==> config.mk <==
export PLATFORM = sky130hd
export DESIGN_NAME = rmth_ctrl_flat
export DESIGN_NICKNAME = d
export VERILOG_FILES = /design/src/hw/rtl/assert_macros.svh /design/src/hw/rtl/rmth_pkg.sv /design/src/hw/rtl/rmth_if.sv /design/src/hw/rtl/rmth_ctrl.sv /design/src/flat_wrapper.sv
export SDC_FILE = /design/constraint.sdc
export NUM_CORES = 1
export LEC_CHECK = 0
export BUFFER_PORTS_ARGS = -buffer_cell sky130_fd_sc_hd__buf_2
export CAP_MARGIN = 10
export CORE_MARGIN = 5
export CORE_UTILIZATION = 25
export CTS_CLUSTER_SIZE = 25
export DETAILED_ROUTE_END_ITERATION = 12
export PLACE_DENSITY = 0.43
export SLEW_MARGIN = 20
export SYNTH_ARGS = -nofsm -noshare
export SYNTH_HDL_FRONTEND = slang
export SYNTH_SLANG_ARGS = --single-unit
==> constraint.sdc <==
create_clock -name clk -period 9.3 [get_ports clk]
set_input_delay 0.465 -clock clk [delete_from_list [all_inputs] [get_ports clk]]
set_output_delay 0.465 -clock clk [all_outputs]
set_load 0.02 [all_outputs]
==> src/hw/rtl/assert_macros.svh <==
// assertion helpers, sampled on clk, quiet while rst_n is low
`ifndef ASSERT_MACROS_SVH
`define ASSERT_MACROS_SVH

// property must hold at every clock edge
`define CHECK_ALWAYS(label, prop, msg) \
    label: assert property (@(posedge clk) disable iff (!rst_n) (prop)) else $error(msg);

// antecedent implies consequent in the next cycle
`define CHECK_NEXT(label, ante, cons, msg) \
    label: assert property (@(posedge clk) disable iff (!rst_n) (ante) |=> (cons)) else $error(msg);

`endif

==> src/hw/rtl/rmth_pkg.sv <==
package rmth_pkg;

    localparam int HEAP_DEPTH  = 1024;
    localparam int MAX_SAMPLES = 2047;
    localparam int IDX_W       = $clog2(HEAP_DEPTH);
    localparam int SIZE_W      = IDX_W + 1;
    localparam int SUM_W       = SIZE_W + 1;
    localparam int ADDR_W      = IDX_W + 1;
    localparam int DATA_W      = 32;
    localparam int MED_W       = 33;
    localparam int CNT_W       = 11;
    localparam int CAP_HEAPS   = 2 * HEAP_DEPTH - 1;
    localparam int CAPACITY    = (MAX_SAMPLES < CAP_HEAPS) ? MAX_SAMPLES : CAP_HEAPS;

    typedef enum logic [3:0] {
        ST_IDLE,
        ST_PUSH_UP,
        ST_PUSH_CMP,
        ST_BALANCE,
        ST_POP_LAST,
        ST_POP_L,
        ST_POP_R,
        ST_POP_CMP,
        ST_POP_DONE,
        ST_FINISH
    } state_t;

    typedef enum logic {
        HEAP_LOWER = 1'b0,
        HEAP_UPPER = 1'b1
    } heap_sel_t;

    typedef struct packed {
        logic                     we;
        logic [ADDR_W-1:0]        waddr;
        logic signed [DATA_W-1:0] wdata;
        logic [ADDR_W-1:0]        raddr;
    } mem_req_t;

    typedef struct packed {
        logic signed [MED_W-1:0] median_doubled;
        logic [CNT_W-1:0]        sample_count;
        logic                    dropped;
    } result_t;

    typedef struct packed {
        logic              idle;
        logic [SIZE_W-1:0] lower_size;
        logic [SIZE_W-1:0] upper_size;
    } stat_t;

    // a belongs above b: max-heap for the lower half, min-heap for the upper half
    function automatic logic above(input logic signed [DATA_W-1:0] a,
                                   input logic signed [DATA_W-1:0] b,
                                   input heap_sel_t sel);
        logic r;
        r = (sel == HEAP_LOWER) ? (a > b) : (a < b);
        return r;
    endfunction

endpackage

==> src/hw/rtl/rmth_if.sv <==
interface rmth_in_if import rmth_pkg::*; ();
    logic                     valid;
    logic                     ready;
    logic signed [DATA_W-1:0] sample;

    modport source (output valid, output sample, input ready);
    modport sink   (input valid, input sample, output ready);
endinterface


==> src/hw/rtl/rmth_ctrl.sv <==
module rmth_ctrl import rmth_pkg::*; (
    input  logic                     clk,
    input  logic                     rst_n,
    rmth_in_if.sink                  src,
    input  logic                     res_hold,
    input  logic signed [DATA_W-1:0] rdata,
    output mem_req_t                 req,
    output logic                     res_valid,
    output result_t                  res,
    output stat_t                    stat
);

    state_t                   state_reg, state_next;
    heap_sel_t                sel_reg, sel_next;
    logic signed [DATA_W-1:0] val_reg, val_next;
    logic [IDX_W-1:0]         idx_reg, idx_next;
    logic [SIZE_W-1:0]        n_reg, n_next;
    logic signed [DATA_W-1:0] last_reg, last_next;
    logic signed [DATA_W-1:0] bval_reg, bval_next;
    logic [SIZE_W-1:0]        best_reg, best_next;
    logic signed [DATA_W-1:0] top_val_reg, top_val_next;
    logic                     balanced_reg, balanced_next;
    logic                     drop_reg, drop_next;
    logic [SIZE_W-1:0]        lower_size_reg, lower_size_next;
    logic [SIZE_W-1:0]        upper_size_reg, upper_size_next;
    logic signed [DATA_W-1:0] lower_top_reg, lower_top_next;
    logic signed [DATA_W-1:0] upper_top_reg, upper_top_next;

    logic                     accept;
    logic [SUM_W-1:0]         total;
    logic                     full;
    logic                     lower_big;
    logic                     upper_big;
    heap_sel_t                pop_src;
    logic [SIZE_W-1:0]        src_size;
    logic [IDX_W-1:0]         parent;
    logic [SIZE_W-1:0]        l_idx;
    logic [SIZE_W-1:0]        r_idx;
    logic                     l_out;
    logic                     r_in;
    logic signed [DATA_W-1:0] cmp_a;
    logic signed [DATA_W-1:0] cmp_b;
    heap_sel_t                cmp_sel;
    logic                     hit;
    logic                     take_r;
    logic [SIZE_W-1:0]        best_fin;
    logic signed [DATA_W-1:0] bval_fin;
    logic                     sift_done;

    assign accept    = src.valid && src.ready;
    assign total     = SUM_W'(lower_size_reg) + SUM_W'(upper_size_reg);
    assign full      = total >= SUM_W'(CAPACITY);
    assign lower_big = SUM_W'(lower_size_reg) > SUM_W'(upper_size_reg) + SUM_W'(1);
    assign upper_big = SUM_W'(upper_size_reg) > SUM_W'(lower_size_reg) + SUM_W'(1);
    assign pop_src   = lower_big ? HEAP_LOWER : HEAP_UPPER;
    assign src_size  = lower_big ? lower_size_reg : upper_size_reg;
    assign parent    = (idx_reg - IDX_W'(1)) >> 1;
    assign l_idx     = {idx_reg, 1'b1};
    assign r_idx     = l_idx + SIZE_W'(1);
    assign l_out     = l_idx >= n_reg;
    assign r_in      = r_idx < n_reg;

    // the one comparator, operands picked by state
    always_comb
    begin
        cmp_a   = rdata;
        cmp_b   = bval_reg;
        cmp_sel = sel_reg;
        unique case (state_reg)
            ST_IDLE:
            begin
                cmp_a   = lower_top_reg;
                cmp_b   = src.sample;
                cmp_sel = HEAP_LOWER;
            end
            ST_PUSH_CMP:
            begin
                cmp_a = val_reg;
                cmp_b = rdata;
            end
            ST_POP_R:
            begin
                cmp_a = rdata;
                cmp_b = last_reg;
            end
            default:
            begin
                cmp_a = rdata;
                cmp_b = bval_reg;
            end
        endcase
    end

    assign hit       = above(cmp_a, cmp_b, cmp_sel);
    assign take_r    = r_in && hit;
    assign best_fin  = take_r ? r_idx : best_reg;
    assign bval_fin  = take_r ? rdata : bval_reg;
    assign sift_done = best_fin == {1'b0, idx_reg};

    // next state
    always_comb
    begin
        state_next = state_reg;
        unique case (state_reg)
            ST_IDLE:
                if (accept)
                begin
                    state_next = full ? ST_FINISH : ST_PUSH_UP;
                end
            ST_PUSH_UP:
                state_next = (idx_reg == '0) ? ST_BALANCE : ST_PUSH_CMP;
            ST_PUSH_CMP:
                state_next = hit ? ST_PUSH_UP : ST_BALANCE;
            ST_BALANCE:
                state_next = (!balanced_reg && (lower_big || upper_big)) ? ST_POP_LAST
                                                                         : ST_FINISH;
            ST_POP_LAST:
                state_next = ST_POP_L;
            ST_POP_L:
                state_next = l_out ? ST_POP_DONE : ST_POP_R;
            ST_POP_R:
                state_next = ST_POP_CMP;
            ST_POP_CMP:
                state_next = sift_done ? ST_POP_DONE : ST_POP_L;
            ST_POP_DONE:
                state_next = ST_PUSH_UP;
            ST_FINISH:
                state_next = res_hold ? ST_FINISH : ST_IDLE;
            default:
                state_next = ST_IDLE;
        endcase
    end

    // outputs: ram access, handshake, result
    always_comb
    begin
        req       = '0;
        res_valid = 1'b0;
        src.ready = 1'b0;
        unique case (state_reg)
            ST_IDLE:
                src.ready = 1'b1;
            ST_PUSH_UP:
                if (idx_reg == '0)
                begin
                    req.we    = 1'b1;
                    req.waddr = {sel_reg, idx_reg};
                    req.wdata = val_reg;
                end
                else
                begin
                    req.raddr = {sel_reg, parent};
                end
            ST_PUSH_CMP:
            begin
                req.we    = 1'b1;
                req.waddr = {sel_reg, idx_reg};
                req.wdata = hit ? rdata : val_reg;
            end
            ST_BALANCE:
            begin
                req.raddr = {pop_src, IDX_W'(src_size - SIZE_W'(1))};
            end
            ST_POP_L:
                if (l_out)
                begin
                    req.we    = 1'b1;
                    req.waddr = {sel_reg, idx_reg};
                    req.wdata = last_reg;
                end
                else
                begin
                    req.raddr = {sel_reg, l_idx[IDX_W-1:0]};
                end
            ST_POP_R:
            begin
                req.raddr = {sel_reg, r_idx[IDX_W-1:0]};
            end
            ST_POP_CMP:
            begin
                req.we    = 1'b1;
                req.waddr = {sel_reg, idx_reg};
                req.wdata = sift_done ? last_reg : bval_fin;
            end
            ST_FINISH:
                res_valid = !res_hold;
            default:
            begin
                req = '0;
            end
        endcase
    end

    always_comb
    begin
        res.dropped      = drop_reg;
        res.sample_count = total[CNT_W-1:0];
        if (lower_size_reg > upper_size_reg)
        begin
            res.median_doubled = {lower_top_reg, 1'b0};
        end
        else if (upper_size_reg > lower_size_reg)
        begin
            res.median_doubled = {upper_top_reg, 1'b0};
        end
        else if (lower_size_reg == '0)
        begin
            res.median_doubled = '0;
        end
        else
        begin
            res.median_doubled = {lower_top_reg[DATA_W-1], lower_top_reg}
                               + {upper_top_reg[DATA_W-1], upper_top_reg};
        end
    end

    assign stat.idle       = state_reg == ST_IDLE;
    assign stat.lower_size = lower_size_reg;
    assign stat.upper_size = upper_size_reg;

    // datapath
    always_comb
    begin
        sel_next        = sel_reg;
        val_next        = val_reg;
        idx_next        = idx_reg;
        n_next          = n_reg;
        last_next       = last_reg;
        bval_next       = bval_reg;
        best_next       = best_reg;
        top_val_next    = top_val_reg;
        balanced_next   = balanced_reg;
        drop_next       = drop_reg;
        lower_size_next = lower_size_reg;
        upper_size_next = upper_size_reg;
        lower_top_next  = lower_top_reg;
        upper_top_next  = upper_top_reg;

        unique case (state_reg)
            ST_IDLE:
                if (accept)
                begin
                    val_next      = src.sample;
                    drop_next     = full;
                    balanced_next = 1'b0;
                    if (!full)
                    begin
                        if (lower_size_reg == '0 || hit)
                        begin
                            sel_next        = HEAP_LOWER;
                            idx_next        = lower_size_reg[IDX_W-1:0];
                            lower_size_next = lower_size_reg + SIZE_W'(1);
                        end
                        else
                        begin
                            sel_next        = HEAP_UPPER;
                            idx_next        = upper_size_reg[IDX_W-1:0];
                            upper_size_next = upper_size_reg + SIZE_W'(1);
                        end
                    end
                end
            ST_PUSH_CMP:
                if (hit)
                begin
                    idx_next = parent;
                end
            ST_BALANCE:
                if (!balanced_reg && (lower_big || upper_big))
                begin
                    sel_next     = pop_src;
                    n_next       = src_size - SIZE_W'(1);
                    top_val_next = lower_big ? lower_top_reg : upper_top_reg;
                    if (lower_big)
                    begin
                        lower_size_next = src_size - SIZE_W'(1);
                    end
                    else
                    begin
                        upper_size_next = src_size - SIZE_W'(1);
                    end
                end
            ST_POP_LAST:
            begin
                last_next = rdata;
                idx_next  = '0;
            end
            ST_POP_R:
                if (hit)
                begin
                    best_next = l_idx;
                    bval_next = rdata;
                end
                else
                begin
                    best_next = {1'b0, idx_reg};
                    bval_next = last_reg;
                end
            ST_POP_CMP:
                if (!sift_done)
                begin
                    idx_next = best_fin[IDX_W-1:0];
                end
            ST_POP_DONE:
            begin
                val_next      = top_val_reg;
                balanced_next = 1'b1;
                if (sel_reg == HEAP_LOWER)
                begin
                    sel_next        = HEAP_UPPER;
                    idx_next        = upper_size_reg[IDX_W-1:0];
                    upper_size_next = upper_size_reg + SIZE_W'(1);
                end
                else
                begin
                    sel_next        = HEAP_LOWER;
                    idx_next        = lower_size_reg[IDX_W-1:0];
                    lower_size_next = lower_size_reg + SIZE_W'(1);
                end
            end
            default:
            begin
                drop_next = drop_reg;
            end
        endcase

        // mirror of each heap root
        if (req.we && req.waddr[IDX_W-1:0] == '0)
        begin
            if (req.waddr[ADDR_W-1] == HEAP_LOWER)
            begin
                lower_top_next = req.wdata;
            end
            else
            begin
                upper_top_next = req.wdata;
            end
        end
    end

    always_ff @(posedge clk or negedge rst_n)
    begin
        if (!rst_n)
        begin
            state_reg      <= ST_IDLE;
            lower_size_reg <= '0;
            upper_size_reg <= '0;
            balanced_reg   <= 1'b0;
            drop_reg       <= 1'b0;
        end
        else
        begin
            state_reg      <= state_next;
            lower_size_reg <= lower_size_next;
            upper_size_reg <= upper_size_next;
            balanced_reg   <= balanced_next;
            drop_reg       <= drop_next;
        end
    end

    always_ff @(posedge clk)
    begin
        sel_reg       <= sel_next;
        val_reg       <= val_next;
        idx_reg       <= idx_next;
        n_reg         <= n_next;
        last_reg      <= last_next;
        bval_reg      <= bval_next;
        best_reg      <= best_next;
        top_val_reg   <= top_val_next;
        lower_top_reg <= lower_top_next;
        upper_top_reg <= upper_top_next;
    end

endmodule
==> src/flat_wrapper.sv <==
// flat-port wrapper written by rule: the top's interface ports become plain ports
module rmth_ctrl_flat import rmth_pkg::*;
  (clk, rst_n, res_hold, rdata, req, res_valid, res, stat, src_valid, src_sample, src_ready);
  rmth_in_if src_i ();
  input  logic clk;
  input  logic rst_n;
  input  logic res_hold;
  input  logic signed [DATA_W-1:0] rdata;
  output mem_req_t req;
  output logic res_valid;
  output result_t res;
  output stat_t stat;
  input wire logic [$bits(src_i.valid)-1:0] src_valid;
  input wire logic [$bits(src_i.sample)-1:0] src_sample;
  output wire logic [$bits(src_i.ready)-1:0] src_ready;
  assign src_i.valid = src_valid;
  assign src_i.sample = src_sample;
  assign src_ready = src_i.ready;
  rmth_ctrl u_core (.clk(clk), .rst_n(rst_n), .src(src_i), .res_hold(res_hold), .rdata(rdata), .req(req), .res_valid(res_valid), .res(res), .stat(stat));
endmodule
-- Word level (Yosys, flattened, before mapping)
Index checks and enable logic that the tools add are counted.
- $add $sub $neg: 9
- $lt $le $gt $ge: 9
- equal/unequal tests: 21
- mux-type cells: 64
- bitwise logic cells: 1
- reductions and logical operators: 24
- operator list (operator ; number):
    32-bit two-way mux ; 6
    11-bit two-way mux ; 16
    44-bit one-hot mux with 4 select lines ; 1
    32-bit one-hot mux with 2 select lines ; 2
    33-bit two-way mux ; 3
    32-bit one-hot mux with 3 select lines ; 1
    44-bit two-way mux ; 2
    10-bit two-way mux ; 7
    11-bit one-hot mux with 3 select lines ; 2
    10-bit one-hot mux with 5 select lines ; 1
    11-bit one-hot mux with 4 select lines ; 1
    4-bit one-hot mux with 10 select lines ; 1
    11-bit by 1-bit adder with 11-bit output (second input constant) ; 3
    32-bit by 32-bit adder with 33-bit output ; 1
    32-bit greater-than comparator ; 1
    32-bit < comparator ; 1
    11-bit by 1-bit adder with 12-bit output (second input constant) ; 2
    11-bit by 12-bit greater-than comparator with 1-bit output ; 2
    4-bit two-way mux ; 6
    11-bit greater-than comparator ; 2
    10-bit logical NOT ; 2
    4-bit by 3-bit equality test with 1-bit output (second input constant) ; 4
    7-bit AND reduction ; 2
    11-bit by 11-bit adder with 12-bit output ; 1
    other kinds (27) ; 58
- register bits: 253
- input port bits: 68
- output and inout bits: 125
- word-level logic and storage cells: 145

-- Depth between registers and ports, before layout
- depth in word-level cells: 12
- gate-level depth with buffers: 25
- mapped depth without buffers: 22

-- Worst setup path before layout
No wires, ideal clock.
- path type: register to output
- from: register u_core.state_reg[2]
- to: output port req[18] (netlist name)
- data arrival time: 6.702 ns
- data required time: 8.835 ns
- slack: 2.133 ns
- cell stages (with the launch flop): 23
- path buffers: 6
- path through: dfrtp_1 > clkbuf_1 > nor2b_1 > nand2_1 > or2_2 > clkbuf_1 > inv_1 > clkbuf_1 > a221oi_1 > ha_1 > buf_4 > nand4_1 > or4_1 > or4_1 > o21a_1 > a211oi_4 > or2_1 > clkbuf_1 > nor4_1 > a211oi_2 > o31ai_4 > buf_4 > o221ai_1
- RTL lines (what ; RTL line ; source):
    from (decl) ; rmth_ctrl.sv:13 ; state_t state_reg, state_next;
    from (signal assigned) ; rmth_ctrl.sv:352 ; state_reg <= state_next;
    to (decl) ; flat_wrapper.sv:9 ; output mem_req_t req;

==> results.yml <==
yosys:
  netlist_area_mm2: 0.0190
  synth_edf_count: 225
  ys_ff_latch: 253
  yosysMostFrequentCell: "edfxtp_1"
  synth-seq-area-share: 0.393
  synthFlopType: "edfxtp_1"
  yosys_warnings: 0
  synthTopCellsByArea: "edfxtp_1 (36%), ha_1 (8.8%), nand2_1 (4.1%)"
  synth_commonest_cells: "edfxtp_1 (225), nand2_1 (207), nor2_1 (167)"
  synth_area_leader_cell: "edfxtp_1"
  syn_nets: 2180
  yosysTopAreaCellShare: 0.356
  netlist_instances: 1977
  ys_types: 81
  syn_area_per_cell_um2: 9.60
  synth_async_sr_flop_share: 0.111
layout:
  nFillCells: 7996
  multi_input_area_mm2: 0.0107
  nets: 2309
  regArea_mm2: 0.00746
  n_antenna_cell: 0
  syn2layout_area_growth_pct: 16.2
  drive_gt1_frac: 0.191
power:
  ir_drop_mv: 0.301
  power.density_mw_per_mm2: 444
  p_leak_nw: 8.80
  p_total_mw: 9.78
global_routing:
  grt_pass1_wl_um: 112000
  grt_overflow: 0
  grt_max_degree: 52
  track_usage: 0.180
  antenna_found_initial: 0
  first_global_vias: 16600
clocking:
  htree_levels: 2
  cts_resized: 0
  cts_tree: "built"
  clock_path_buffers: 3
  path_clk_slew_ns: 0.06
  numCtsBuffers: 35
  clkLatencyLatePin_ns: 0.55
  clock-root-buffer: "clkbuf_16"
  cts.sinks: 253
  postCtsSetupBuffers: 0
routing:
  drt_pass1_iterations: 5
  ant_nets: 0
  vias_per_cell: 5.38
  wl_per_cell_um: 24.7
  drt_iter0_drc: 1387
  drc: 0
  wl_um: 76600
  via_count: 16700
timing:
  fmax_mhz: 117
  hold_viol_final: 0
  finalSetupViolCount: 0
  worst_slack_ns: 0.734
  slew-limit-headroom: 0.283
  tns_ns: 0
  fin_crit_ns: 8.57
  fin_worst_skew_ns: 0.0290
  rsz0062_at_grt: "false"
  min_period_over_period: 0.921
  worstMarginPinSlew_ns: 1.06
  final_max_slew_viol_count: 0
setup_path:
  cpPeakStageDelay_ns: 0.97
  start_kind: "flip-flop"
  arrival_ns: 8.10
  crit_slowest_cell: "nor2_4"
  path_cells: "nor2b_1, nand2_1, or2_2, clkinv_2, nor2_4, a221oi_1, ha_1, nand4_1, or4_1, or4_1, o21a_1, a211oi_4, or2_2, nor4_1, a211oi_2, o41a_4, o221ai_1, buf_2"
  critPathCaptureType: "output pin"
  crit_required_ns: 8.84
  crit_fanout: 33
  criticalPathCategory: "reg2out"
floorplan:
  dieArea_mm2: 0.0815
  row_count: 101
  dieHeight_um: 286
  boundaryPins: 193
  die_w_um: 286
  core_area_mm2: 0.0756
  start_util: 0.251
flow_run:
  drv_cap: 0
placement:
  dp_hpwl_um: 55000
  port_buffers: 192
  gp_congestion: 0.891
  pre_cts_ws_ns: 1.22
hold_path:
  min_path_type: "in2reg"
run_status:
  status: "finished, final reports clean"
==> power by group <==
part / switching, mW / internal [mW] / total [mW]
clock: 0.540 / 0.751 / 1.29
sequential: 0.392 / 1.74 / 2.13
combinational: 4.11 / 2.25 / 6.36
total: 5.04 / 4.74 / 9.78
==> per-layer routing <==
layer	wire, µm	part of all wire	global-route usage
met1	33000	0.43	0.234
met2	35700	0.47	0.297
met3	4990	0.065	0.0335
met4	2990	0.039	0.0705
met5	0	0	0
==> what timing repair did <==
action | 4_1_cts | 5_1_grt
setup endpoints to repair | 0 | 0
endpoints found under the hold margin | 28 | 0
hold buffers | 1 | 0
==> final cells by class <==
class	instances	area share
well taps	978	0.0555
repair buffers	224	0.0555
clock inverters	16	0.00465
multi-input cells	1486	0.484
inverters	106	0.0181
clock buffers	45	0.0434
flip-flops and latches	253	0.338
==> logic make-up (layout without fill, tap and decap cells) <==
family	Yosys count	count (layout)	share of synthesized area
simple gates	552	552	0.129
mux	137	137	0.0766
fa+ha+maj	135	135	0.0898
xor+xnor	92	92	0.0425
buf+inv	238	391	0.0496
flops	253	253	0.393
compound gates	570	570	0.219
==> per-stage QoR <==
| stage | hold slack [ns] | util | cell area (µm²) | cells |
|---|---|---|---|---|
| after floorplan | 0.169 | - | 19000 | 1977 |
| after global routing | 0.183 | 0.292 | 22000 | 3108 |
| after CTS | 0.159 | 0.291 | 22000 | 3107 |
| after global placement | 0.482 | 0.277 | 20900 | 3045 |
| final | 0.194 | 0.292 | 22000 | 3108 |
| after detailed placement | 0.498 | 0.277 | 20900 | 3045 |
==> cells in the final DEF (no fill, tap or decap), types with 10 or more instances in the layout <==
cell type,instances
nor4_1,10
xor2_1,29
o221ai_2,30
o21a_1,20
buf_4,30
o22ai_1,14
mux2_2,62
nand4_1,18
buf_2,192
nand3_1,36
nor3_1,28
mux2i_1,72
o21ai_0,88
nor2_1,161
a22o_1,42
a22oi_1,58
edfxtp_1,225
nand2b_1,15
ha_1,133
a21oi_1,131
a31oi_1,15
nor2b_1,16
and3_1,16
a211oi_1,17
a21o_1,25
inv_1,101
dfrtp_1,27
clkbuf_16,37
a221oi_1,35
nand2_1,205
xnor2_1,63
==> worst max-delay path, delay by kind of cell (launching register included) <==
kind	cells	cell delay [ns]
adders and majority gates	1	0.49
DFF	1	0.51
AOI/OAI and AO/OA	6	2.22
buffers and inverters	2	0.74
and+or+nand+nor	9	3.51
==> path summary, 6_finish.rpt <==
path,start,to,slack (ns),cells after the start
max in group asynchronous,rst_n,u_core.state_reg[1],8.22,2
worst max-delay path,u_core.state_reg[2],req[28],0.73,18
min in group asynchronous,rst_n,u_core.upper_size_reg[5],0.54,2
worst max register to register,u_core.state_reg[2],u_core.lower_top_reg[17],1.66,17
worst min register to register,u_core.top_val_reg[11],u_core.val_reg[11],0.50,2
worst min-delay path,rdata[5],u_core.last_reg[5],0.19,1
No activity file was read; power rests on OpenSTA's default activity.
